File: src/rtl/cba_pkg.sv
// ---------------------------------------------------------------------------
// cba_pkg
// Shared types and constants for the cluster bitmap allocator.
// ---------------------------------------------------------------------------
package cba_pkg;

   // request codes
   localparam logic REQ_FIND   = 1'b0;
   localparam logic REQ_UPDATE = 1'b1;

   // field and counter widths
   localparam int CLUSTER_W = 10;   // cluster field
   localparam int MASK_W    = 15;   // block occupancy mask field
   localparam int COUNT_W   = 11;   // cluster_count register
   localparam int POS_W     = 12;   // search position, holds bound plus a byte
   localparam int BYTE_W    = 10;   // byte counter during a scan
   localparam int J_W       = BYTE_W + 3;

   localparam logic [COUNT_W-1:0] COUNT_RESET = 11'd1024;
   localparam logic [7:0]         BYTE_MSB    = 8'h80;

   typedef enum logic [2:0] {
      ST_CLEAR,
      ST_IDLE,
      ST_FIND_RD,
      ST_SCAN,
      ST_UPD_RD,
      ST_UPD_MOD,
      ST_DONE
   } state_type;

   typedef struct packed {
      logic       hit;       // some cluster in the byte is free and in range
      logic [2:0] bit_pos;   // first such cluster, 0 = MSB of the byte
   } scan_result_type;

endpackage

File: src/rtl/cba_bitmap_ram.sv
// ---------------------------------------------------------------------------
// cba_bitmap_ram
// Single-port-write, single-port-read byte memory holding the full bitmap.
// ---------------------------------------------------------------------------
module cba_bitmap_ram #(
   parameter int DEPTH = 128,
   parameter int AW    = 7
) (
   input  logic          clock,
   input  logic          wr_en,
   input  logic [AW-1:0] wr_addr,
   input  logic [7:0]    wr_data,
   input  logic          rd_en,
   input  logic [AW-1:0] rd_addr,
   output logic [7:0]    rd_data
);

   logic [7:0] mem [DEPTH];
   logic [7:0] rd_data_ff;

   always_ff @(posedge clock) begin
      if (wr_en) begin
         mem[wr_addr] <= wr_data;
      end
      if (rd_en) begin
         rd_data_ff <= mem[rd_addr];
      end
   end

   assign rd_data = rd_data_ff;

endmodule

File: src/rtl/cba_byte_scan.sv
// ---------------------------------------------------------------------------
// cba_byte_scan
// Finds the first clear bit of one bitmap byte whose cluster lies in
// [lo, bound), scanning MSB first.
// ---------------------------------------------------------------------------
module cba_byte_scan
   import cba_pkg::*;
(
   input  logic [7:0]        byte_data,
   input  logic [BYTE_W-1:0] byte_index,
   input  logic [POS_W-1:0]  lo,
   input  logic [POS_W-1:0]  bound,
   output scan_result_type   result
);

   logic [7:0] free_vec;

   always_comb begin
      logic [J_W-1:0] j;
      for (int k = 0; k < 8; k++) begin
         j = {byte_index, 3'(k)};
         free_vec[k] = !byte_data[7-k]
                       && (j >= J_W'(lo))
                       && (j <  J_W'(bound));
      end
   end

   // lowest k wins: walk down so the last hit written is the first cluster
   always_comb begin
      result.hit     = |free_vec;
      result.bit_pos = 3'd0;
      for (int k = 7; k >= 0; k--) begin
         if (free_vec[k]) begin
            result.bit_pos = 3'(k);
         end
      end
   end

endmodule

File: src/rtl/cluster_bitmap_allocator_unit.sv
// ---------------------------------------------------------------------------
// cluster_bitmap_allocator_unit
// Next-fit free cluster search and full-mark update over a bitmap memory.
// ---------------------------------------------------------------------------
//
//  channel   ports                                          direction
//  -------   ---------------------------------------------  ---------
//  req       req_valid/ready, req_type, req_cluster,         in
//            req_block_used_mask
//  rsp       rsp_valid/ready, rsp_found, rsp_free_cluster,   out
//            rsp_mark_changed
//  csr       csr_valid/ready, csr_cluster_count              in
//
//  One request is in flight at a time. A find reads bitmap bytes out of
//  the bitmap memory one per cycle, stopping at the first free cluster or
//  the bound, and then responds. An update is a read-modify-write of one
//  byte. A find that starts at or past the bound, or an update beyond the
//  bitmap, skips the memory and goes straight to the response.
//  After reset a clearing pass writes zero to every bitmap byte, one per
//  cycle; requests wait for it, csr writes are taken throughout. A response
//  that is not taken holds in the output register and the finished request
//  waits for it to drain.
//
module cluster_bitmap_allocator_unit
   import cba_pkg::*;
#(
   parameter int MAX_CLUSTERS       = 1024,
   parameter int BLOCKS_PER_CLUSTER = 16
) (
   input  logic                 clock,
   input  logic                 reset,
   // request channel
   input  logic                 req_valid,
   output logic                 req_ready,
   input  logic                 req_type,
   input  logic [CLUSTER_W-1:0] req_cluster,
   input  logic [MASK_W-1:0]    req_block_used_mask,
   // response channel
   output logic                 rsp_valid,
   input  logic                 rsp_ready,
   output logic                 rsp_found,
   output logic [CLUSTER_W-1:0] rsp_free_cluster,
   output logic                 rsp_mark_changed,
   // configuration
   input  logic                 csr_valid,
   output logic                 csr_ready,
   input  logic [COUNT_W-1:0]   csr_cluster_count
);

   localparam int MAP_BYTES = (MAX_CLUSTERS + 7) / 8;
   localparam int AW        = (MAP_BYTES > 1) ? $clog2(MAP_BYTES) : 1;
   localparam logic [AW-1:0] LAST_ADDR = AW'(MAP_BYTES - 1);
   localparam logic [63:0]   DATA_MASK =
      (64'd1 << (BLOCKS_PER_CLUSTER - 1)) - 64'd1;

   // control registers
   state_type            state_ff, state_in;
   logic [AW-1:0]        clr_addr_ff, clr_addr_in;
   logic                 rsp_valid_ff, rsp_valid_in;
   logic [COUNT_W-1:0]   cluster_count_ff;

   // working registers
   logic [BYTE_W-1:0]    rd_byte_ff, rd_byte_in;
   logic [BYTE_W-1:0]    chk_byte_ff, chk_byte_in;
   logic [POS_W-1:0]     lo_ff, lo_in;
   logic [POS_W-1:0]     bound_ff, bound_in;
   logic [CLUSTER_W-1:0] cluster_ff, cluster_in;
   logic [MASK_W-1:0]    mask_ff, mask_in;
   logic                 res_found_ff, res_found_in;
   logic [CLUSTER_W-1:0] res_idx_ff, res_idx_in;
   logic                 res_changed_ff, res_changed_in;
   logic                 rsp_found_ff, rsp_found_in;
   logic [CLUSTER_W-1:0] rsp_free_cluster_ff, rsp_free_cluster_in;
   logic                 rsp_mark_changed_ff, rsp_mark_changed_in;

   // memory port
   logic                 ram_wr_en;
   logic [AW-1:0]        ram_wr_addr;
   logic [7:0]           ram_wr_data;
   logic                 ram_rd_en;
   logic [AW-1:0]        ram_rd_addr;
   logic [7:0]           ram_rd_data;

   // search helpers
   logic [POS_W-1:0]     bound_now;
   logic [POS_W-1:0]     start_pos;
   scan_result_type      scan_res;
   logic [J_W:0]         byte_end;
   logic                 block_avail;
   logic                 is_full;
   logic [7:0]           bit_sel;

   cba_bitmap_ram #(
      .DEPTH (MAP_BYTES),
      .AW    (AW)
   ) u_ram (
      .clock   (clock),
      .wr_en   (ram_wr_en),
      .wr_addr (ram_wr_addr),
      .wr_data (ram_wr_data),
      .rd_en   (ram_rd_en),
      .rd_addr (ram_rd_addr),
      .rd_data (ram_rd_data)
   );

   cba_byte_scan u_scan (
      .byte_data  (ram_rd_data),
      .byte_index (chk_byte_ff),
      .lo         (lo_ff),
      .bound      (bound_ff),
      .result     (scan_res)
   );

   // search bound: the register clipped to the bitmap size
   always_comb begin
      if (32'(cluster_count_ff) > MAX_CLUSTERS) begin
         bound_now = POS_W'(MAX_CLUSTERS);
      end else begin
         bound_now = POS_W'(cluster_count_ff);
      end
   end

   assign start_pos = POS_W'(req_cluster) + POS_W'(1);
   // one past the last cluster of the byte under check
   assign byte_end  = {1'b0, chk_byte_ff, 3'b111} + (J_W+1)'(1);

   // update decision on the byte just read
   assign bit_sel     = BYTE_MSB >> cluster_ff[2:0];
   assign is_full     = |(ram_rd_data & bit_sel);
   assign block_avail = (64'(mask_ff) & DATA_MASK) != DATA_MASK;

   always_comb begin
      state_in            = state_ff;
      clr_addr_in         = clr_addr_ff;
      rd_byte_in          = rd_byte_ff;
      chk_byte_in         = chk_byte_ff;
      lo_in               = lo_ff;
      bound_in            = bound_ff;
      cluster_in          = cluster_ff;
      mask_in             = mask_ff;
      res_found_in        = res_found_ff;
      res_idx_in          = res_idx_ff;
      res_changed_in      = res_changed_ff;
      rsp_found_in        = rsp_found_ff;
      rsp_free_cluster_in = rsp_free_cluster_ff;
      rsp_mark_changed_in = rsp_mark_changed_ff;
      // drop the response once taken
      rsp_valid_in        = rsp_valid_ff && !rsp_ready;

      req_ready   = 1'b0;
      ram_wr_en   = 1'b0;
      ram_wr_addr = clr_addr_ff;
      ram_wr_data = 8'd0;
      ram_rd_en   = 1'b0;
      ram_rd_addr = '0;

      case (state_ff)
         ST_CLEAR: begin
            // sweep zeros through the bitmap: every cluster free
            ram_wr_en = 1'b1;
            if (clr_addr_ff == LAST_ADDR) begin
               state_in = ST_IDLE;
            end else begin
               clr_addr_in = clr_addr_ff + AW'(1);
            end
         end

         ST_IDLE: begin
            req_ready = 1'b1;
            if (req_valid) begin
               cluster_in     = req_cluster;
               mask_in        = req_block_used_mask;
               lo_in          = start_pos;
               bound_in       = bound_now;
               res_found_in   = 1'b0;
               res_idx_in     = '0;
               res_changed_in = 1'b0;
               if (req_type == REQ_FIND) begin
                  // start at or past the bound finds nothing
                  if (start_pos >= bound_now) begin
                     state_in = ST_DONE;
                  end else begin
                     state_in = ST_FIND_RD;
                  end
               end else begin
                  // clusters beyond the bitmap are ignored
                  if (32'(req_cluster) < MAX_CLUSTERS) begin
                     state_in = ST_UPD_RD;
                  end else begin
                     state_in = ST_DONE;
                  end
               end
            end
         end

         ST_FIND_RD: begin
            ram_rd_en   = 1'b1;
            ram_rd_addr = AW'(lo_ff[POS_W-1:3]);
            chk_byte_in = BYTE_W'(lo_ff[POS_W-1:3]);
            rd_byte_in  = BYTE_W'(lo_ff[POS_W-1:3]) + BYTE_W'(1);
            state_in    = ST_SCAN;
         end

         ST_SCAN: begin
            // check one byte per cycle while the next one is read
            if (scan_res.hit) begin
               res_found_in = 1'b1;
               res_idx_in   = CLUSTER_W'({chk_byte_ff, scan_res.bit_pos});
               state_in     = ST_DONE;
            end else if (byte_end >= (J_W+1)'(bound_ff)) begin
               state_in = ST_DONE;
            end else begin
               ram_rd_en   = 1'b1;
               ram_rd_addr = AW'(rd_byte_ff);
               chk_byte_in = rd_byte_ff;
               rd_byte_in  = rd_byte_ff + BYTE_W'(1);
            end
         end

         ST_UPD_RD: begin
            ram_rd_en   = 1'b1;
            ram_rd_addr = AW'(cluster_ff[CLUSTER_W-1:3]);
            state_in    = ST_UPD_MOD;
         end

         ST_UPD_MOD: begin
            // flip the full bit only when it disagrees with the mask
            ram_wr_addr = AW'(cluster_ff[CLUSTER_W-1:3]);
            if (!block_avail && !is_full) begin
               ram_wr_en      = 1'b1;
               ram_wr_data    = ram_rd_data | bit_sel;
               res_changed_in = 1'b1;
            end else if (block_avail && is_full) begin
               ram_wr_en      = 1'b1;
               ram_wr_data    = ram_rd_data & ~bit_sel;
               res_changed_in = 1'b1;
            end
            state_in = ST_DONE;
         end

         ST_DONE: begin
            // hold until the output register is free
            if (!rsp_valid_ff || rsp_ready) begin
               rsp_valid_in        = 1'b1;
               rsp_found_in        = res_found_ff;
               rsp_free_cluster_in = res_idx_ff;
               rsp_mark_changed_in = res_changed_ff;
               state_in            = ST_IDLE;
            end
         end

         default: begin
            state_in = ST_IDLE;
         end
      endcase
   end

   always_ff @(posedge clock) begin
      if (reset) begin
         state_ff         <= ST_CLEAR;
         clr_addr_ff      <= '0;
         rsp_valid_ff     <= 1'b0;
         cluster_count_ff <= COUNT_RESET;
      end else begin
         state_ff     <= state_in;
         clr_addr_ff  <= clr_addr_in;
         rsp_valid_ff <= rsp_valid_in;
         if (csr_valid) begin
            cluster_count_ff <= csr_cluster_count;
         end
      end
   end

   always_ff @(posedge clock) begin
      rd_byte_ff          <= rd_byte_in;
      chk_byte_ff         <= chk_byte_in;
      lo_ff               <= lo_in;
      bound_ff            <= bound_in;
      cluster_ff          <= cluster_in;
      mask_ff             <= mask_in;
      res_found_ff        <= res_found_in;
      res_idx_ff          <= res_idx_in;
      res_changed_ff      <= res_changed_in;
      rsp_found_ff        <= rsp_found_in;
      rsp_free_cluster_ff <= rsp_free_cluster_in;
      rsp_mark_changed_ff <= rsp_mark_changed_in;
   end

   assign csr_ready        = 1'b1;
   assign rsp_valid        = rsp_valid_ff;
   assign rsp_found        = rsp_found_ff;
   assign rsp_free_cluster = rsp_free_cluster_ff;
   assign rsp_mark_changed = rsp_mark_changed_ff;

endmodule

File: config.mk
export PLATFORM = sky130hd
export DESIGN_NAME = cluster_bitmap_allocator_unit
export DESIGN_NICKNAME = d
export VERILOG_FILES = /design/src/rtl/cba_pkg.sv /design/src/rtl/cba_bitmap_ram.sv /design/src/rtl/cba_byte_scan.sv /design/src/rtl/cluster_bitmap_allocator_unit.sv
export SDC_FILE = /design/constraint.sdc
export NUM_CORES = 2
export LEC_CHECK = 0
export ABC_AREA = 1
export BUFFER_PORTS_ARGS = -buffer_cell sky130_fd_sc_hd__buf_4
export CAP_MARGIN = 0
export CORE_MARGIN = 8
export CORE_UTILIZATION = 30
export DETAILED_ROUTE_END_ITERATION = 8
export HOLD_SLACK_MARGIN = 0.03
export PLACE_DENSITY = 0.42
export SYNTH_ARGS = -nofsm -noshare
export SYNTH_HDL_FRONTEND = slang
export SYNTH_SLANG_ARGS = --single-unit
File: constraint.sdc
create_clock -name clock -period 11.9 [get_ports clock]
set_input_delay 1.19 -clock clock [delete_from_list [all_inputs] [get_ports clock]]
set_output_delay 1.19 -clock clock [all_outputs]
set_load 0.1 [all_outputs]
==> flow_summary.ini <==
[status]
outcome = finished clean

[detailed_routing]
drt_first_iter_violations = 2948
drc = 0
wl_per_cell_um = 22.6
drt_wl_total_um = 167000
antenna_left = 0
vias = 35550
drt-pass1-iter-count = 7
vias_per_cell = 4.82

[clock_network]
clkLatencyLatePin_ns = 0.78
clk_path_buf_depth = 3
clock-sinks = 1145
cts_hold_buf = 0
postCtsResizedCells = 0
post_cts_buffers = 0
cts_tree = done
root_buffer = clkbuf_16
htreeDepth = 4
cts.clk_slew.worst_paths_ns = 0.06
cts_buffers = 135

[final_layout]
fill_cells = 17710
final_nets = 5040
drive_gt1_share_pct = 6.26
stdcell_area_um2 = 59100
fin_util_pct = 34.0
area_growth_pct = 12.6

[timing]
whs_ns = 0.416
worst_pin_slew_ns = 1.46
fin_ws_ns = 5.33
slew_viol_final = 0
fmax_mhz = 152
hold_violations = 0
rsz0062_at_grt = false
tns_ns = 0
setup_violations = 0
fin_crit_sh_pct = 55.2
maxSlewHeadroom_pct = 2.54
fin_crit_ns = 6.57
clock-skew-final_ns = 0.0344

[logic_synthesis]
syn_area_um2 = 52400
ys_types = 50
synth-edff-count = 1123
yosys_warnings = 0
syn_nets = 5067
ys.flop_type = edfxtp_1
synth_top_area_share_pct = 64.3
synth_largest_area_cell = edfxtp_1
avgSynthCellArea_um2 = 10.5
ys_async_sr_fraction_pct = 0
yosys-top-cells-area = edfxtp_1 (64%), nand3_1 (10%), nand2_1 (6.1%)
ys_ff_latch = 1145
syn_inst = 4981
ys_seq_area_share_pct = 65.2

[critical_path]
cp_data_required_time_ns = 12.42
reg2regPathDepth = 24
worstSetupPathType = flop to flop
crit_start = chk_byte_ff[0]$_DFFE_PP_
end_kind = flop
r2r_start = chk_byte_ff[0]$_DFFE_PP_
crit_arrival_ns = 7.10
r2r_slack_ns = 5.33
r2r_end = u_ram.rd_data[3]$_DFFE_PP_
crit_end = u_ram.rd_data[3]$_DFFE_PP_
crit_path_start_kind = flop
worstPathMaxFanout = 66

[min_path]
min_from = res_changed_ff$_DFFE_PP_
holdCritPathClass = flop to flop

[placement]
gp_congestion = 0.799
dp_hpwl_um = 93500
place_area_um2 = 55100
dp_slack_ns = 5.24
port_buffers = 55

[floorplan]
die_h_um = 434
io_pins = 57
rows = 153
core_um2 = 174000
die-area_um2 = 188000
die_width_um = 434
initial_core_util_pct = 30.2

[pwr]
powerDensity_nw_per_um2 = 142
ir_drop_mv = 0.155
p_leak_nw = 22.9

[global_route]
grt_util_all_layers_pct = 17.2
antenna_found_initial = 4
grt_max_degree = 129
overflow = 0
first_global_vias = 34197
grt_pass1_wl_um = 243000

[flow_run]
maxCapViolCount = 0
## flip-flops by register name, summed over array words and instances, names as in the netlist
signal / count
cluster_count_ff: 11
rsp_free_cluster: 10
u_ram.mem: 1024
cluster_ff: 10
chk_byte_ff: 10
mask_ff: 15
clr_addr_ff: 7
res_found_ff: 1
state_ff: 3
bound_ff: 11
res_changed_ff: 1
rsp_mark_changed: 1
res_idx_ff: 10
rsp_found: 1
rd_byte_ff: 10
rsp_valid: 1
lo_ff: 11
u_ram.rd_data: 8
## how the worst min path moves through the flow
stage                                          endpoint  cells after the start
after floorplan                     rsp_found$_DFFE_PP_                      0
after global placement    rsp_free_cluster[1]$_DFFE_PP_                      0
after detailed placement  rsp_free_cluster[1]$_DFFE_PP_                      0
after CTS                    rsp_mark_changed$_DFFE_PP_                      0
after global routing         rsp_mark_changed$_DFFE_PP_                      0
final                        rsp_mark_changed$_DFFE_PP_                      0
## routing by layer
metal | vias to the layer above | GRT usage [%] | wire (um)
met1 | 17608 | 24.3 | 77900
met3 | 239 | 2.78 | 8500
met4 | 0 | 4.81 | 4190
met2 | 912 | 27.5 | 76200
li1 | 16791 | - | -
met5 | - | 0 | 0
## cells by family (layout without fill, tap and decap cells)
family / after synthesis / after routing / synth area share [%]
compound gates: 120 / 120 / 1.32
fa+ha+maj: 44 / 44 / 1.05
other cells: 1 / 2 / 0.00715
simple gates: 2570 / 2570 / 23.8
buf+inv: 1087 / 1153 / 8.43
xor+xnor: 14 / 14 / 0.234
flops: 1145 / 1145 / 65.2
## synth_stat cells (3+ instances only)
| cell | count |
|---|---|
| edfxtp_1 | 1123 |
| nand3_1 | 1093 |
| nand2_1 | 849 |
| inv_1 | 799 |
| nand3b_1 | 341 |
| nor2_1 | 227 |
| buf_2 | 123 |
| clkbuf_1 | 98 |
| o21ai_0 | 47 |
| ha_1 | 44 |
| buf_4 | 42 |
| a21oi_1 | 37 |
| dfxtp_1 | 22 |
| nor3_1 | 19 |
| buf_1 | 15 |
| nand4_1 | 12 |
| xor2_1 | 12 |
| nor4_1 | 8 |
| a211oi_1 | 6 |
| a31oi_1 | 5 |
| nor2_2 | 5 |
| o22ai_1 | 5 |
| inv_2 | 4 |
| buf_6 | 3 |
| nor2_4 | 3 |
| o21a_1 | 3 |
| o21bai_1 | 3 |
| o31ai_1 | 3 |
| or2_2 | 3 |
## worst max-delay path, stage by stage (launching register included)
cell      delay [ns]
edfxtp_1        0.41
inv_1           0.14
nor3_2          0.30
nand4_1         0.22
nand2_1         0.12
inv_1           0.05
ha_1            0.26
nand2_1         0.06
o21a_1          0.19
a21boi_0        0.16
nor2_1          0.10
nand4_1         0.28
buf_4           0.65
buf_4           0.76
buf_4           0.60
buf_4           0.71
nand3b_1        0.13
nand3_1         0.11
nand3_1         0.10
nand3_1         0.26
nand3_1         0.25
nand3_1         0.14
nand2_1         0.09
nand2_1         0.09
nand2_1         0.05
## placed cells by master, fill, tap and decap left out, types with 22 or more instances in the layout
cell type / n
edfxtp_1: 1123
a21oi_1: 37
nand3b_1: 341
clkbuf_1: 35
inv_1: 799
buf_4: 111
dfxtp_1: 22
nand2_1: 849
nor2_1: 223
ha_1: 44
o21ai_0: 47
clkbuf_16: 141
clkinv_1: 35
nand3_1: 1093
## through the flow
stage,power [mW],cells
after global placement,4.58,7142
after CTS,8.48,7372
after global routing,8.63,7373
after floorplan,4.52,4981
after detailed placement,4.58,7142
final,8.38,7373
## where the power goes
group | switching (mW) | total [mW] | internal, mW
clock | 1.66 | 3.89 | 2.23
sequential | 0.00496 | 4.38 | 4.38
combinational | 0.0786 | 0.109 | 0.0308
## final cells by class
class | instances | area (um2) | share of cell area (%)
multi-input cells | 2749 | 14000 | 23.7
clock buffers | 176 | 3660 | 6.20
repair buffers | 117 | 953 | 1.61
flip-flops and latches | 1145 | 34200 | 57.9
clock inverters | 54 | 339 | 0.574
inverters | 806 | 3040 | 5.14
diodes | 1 | 2.50 | 0.00424
well taps | 2325 | 2910 | 4.93
Power figures use the tool's default switching activity.
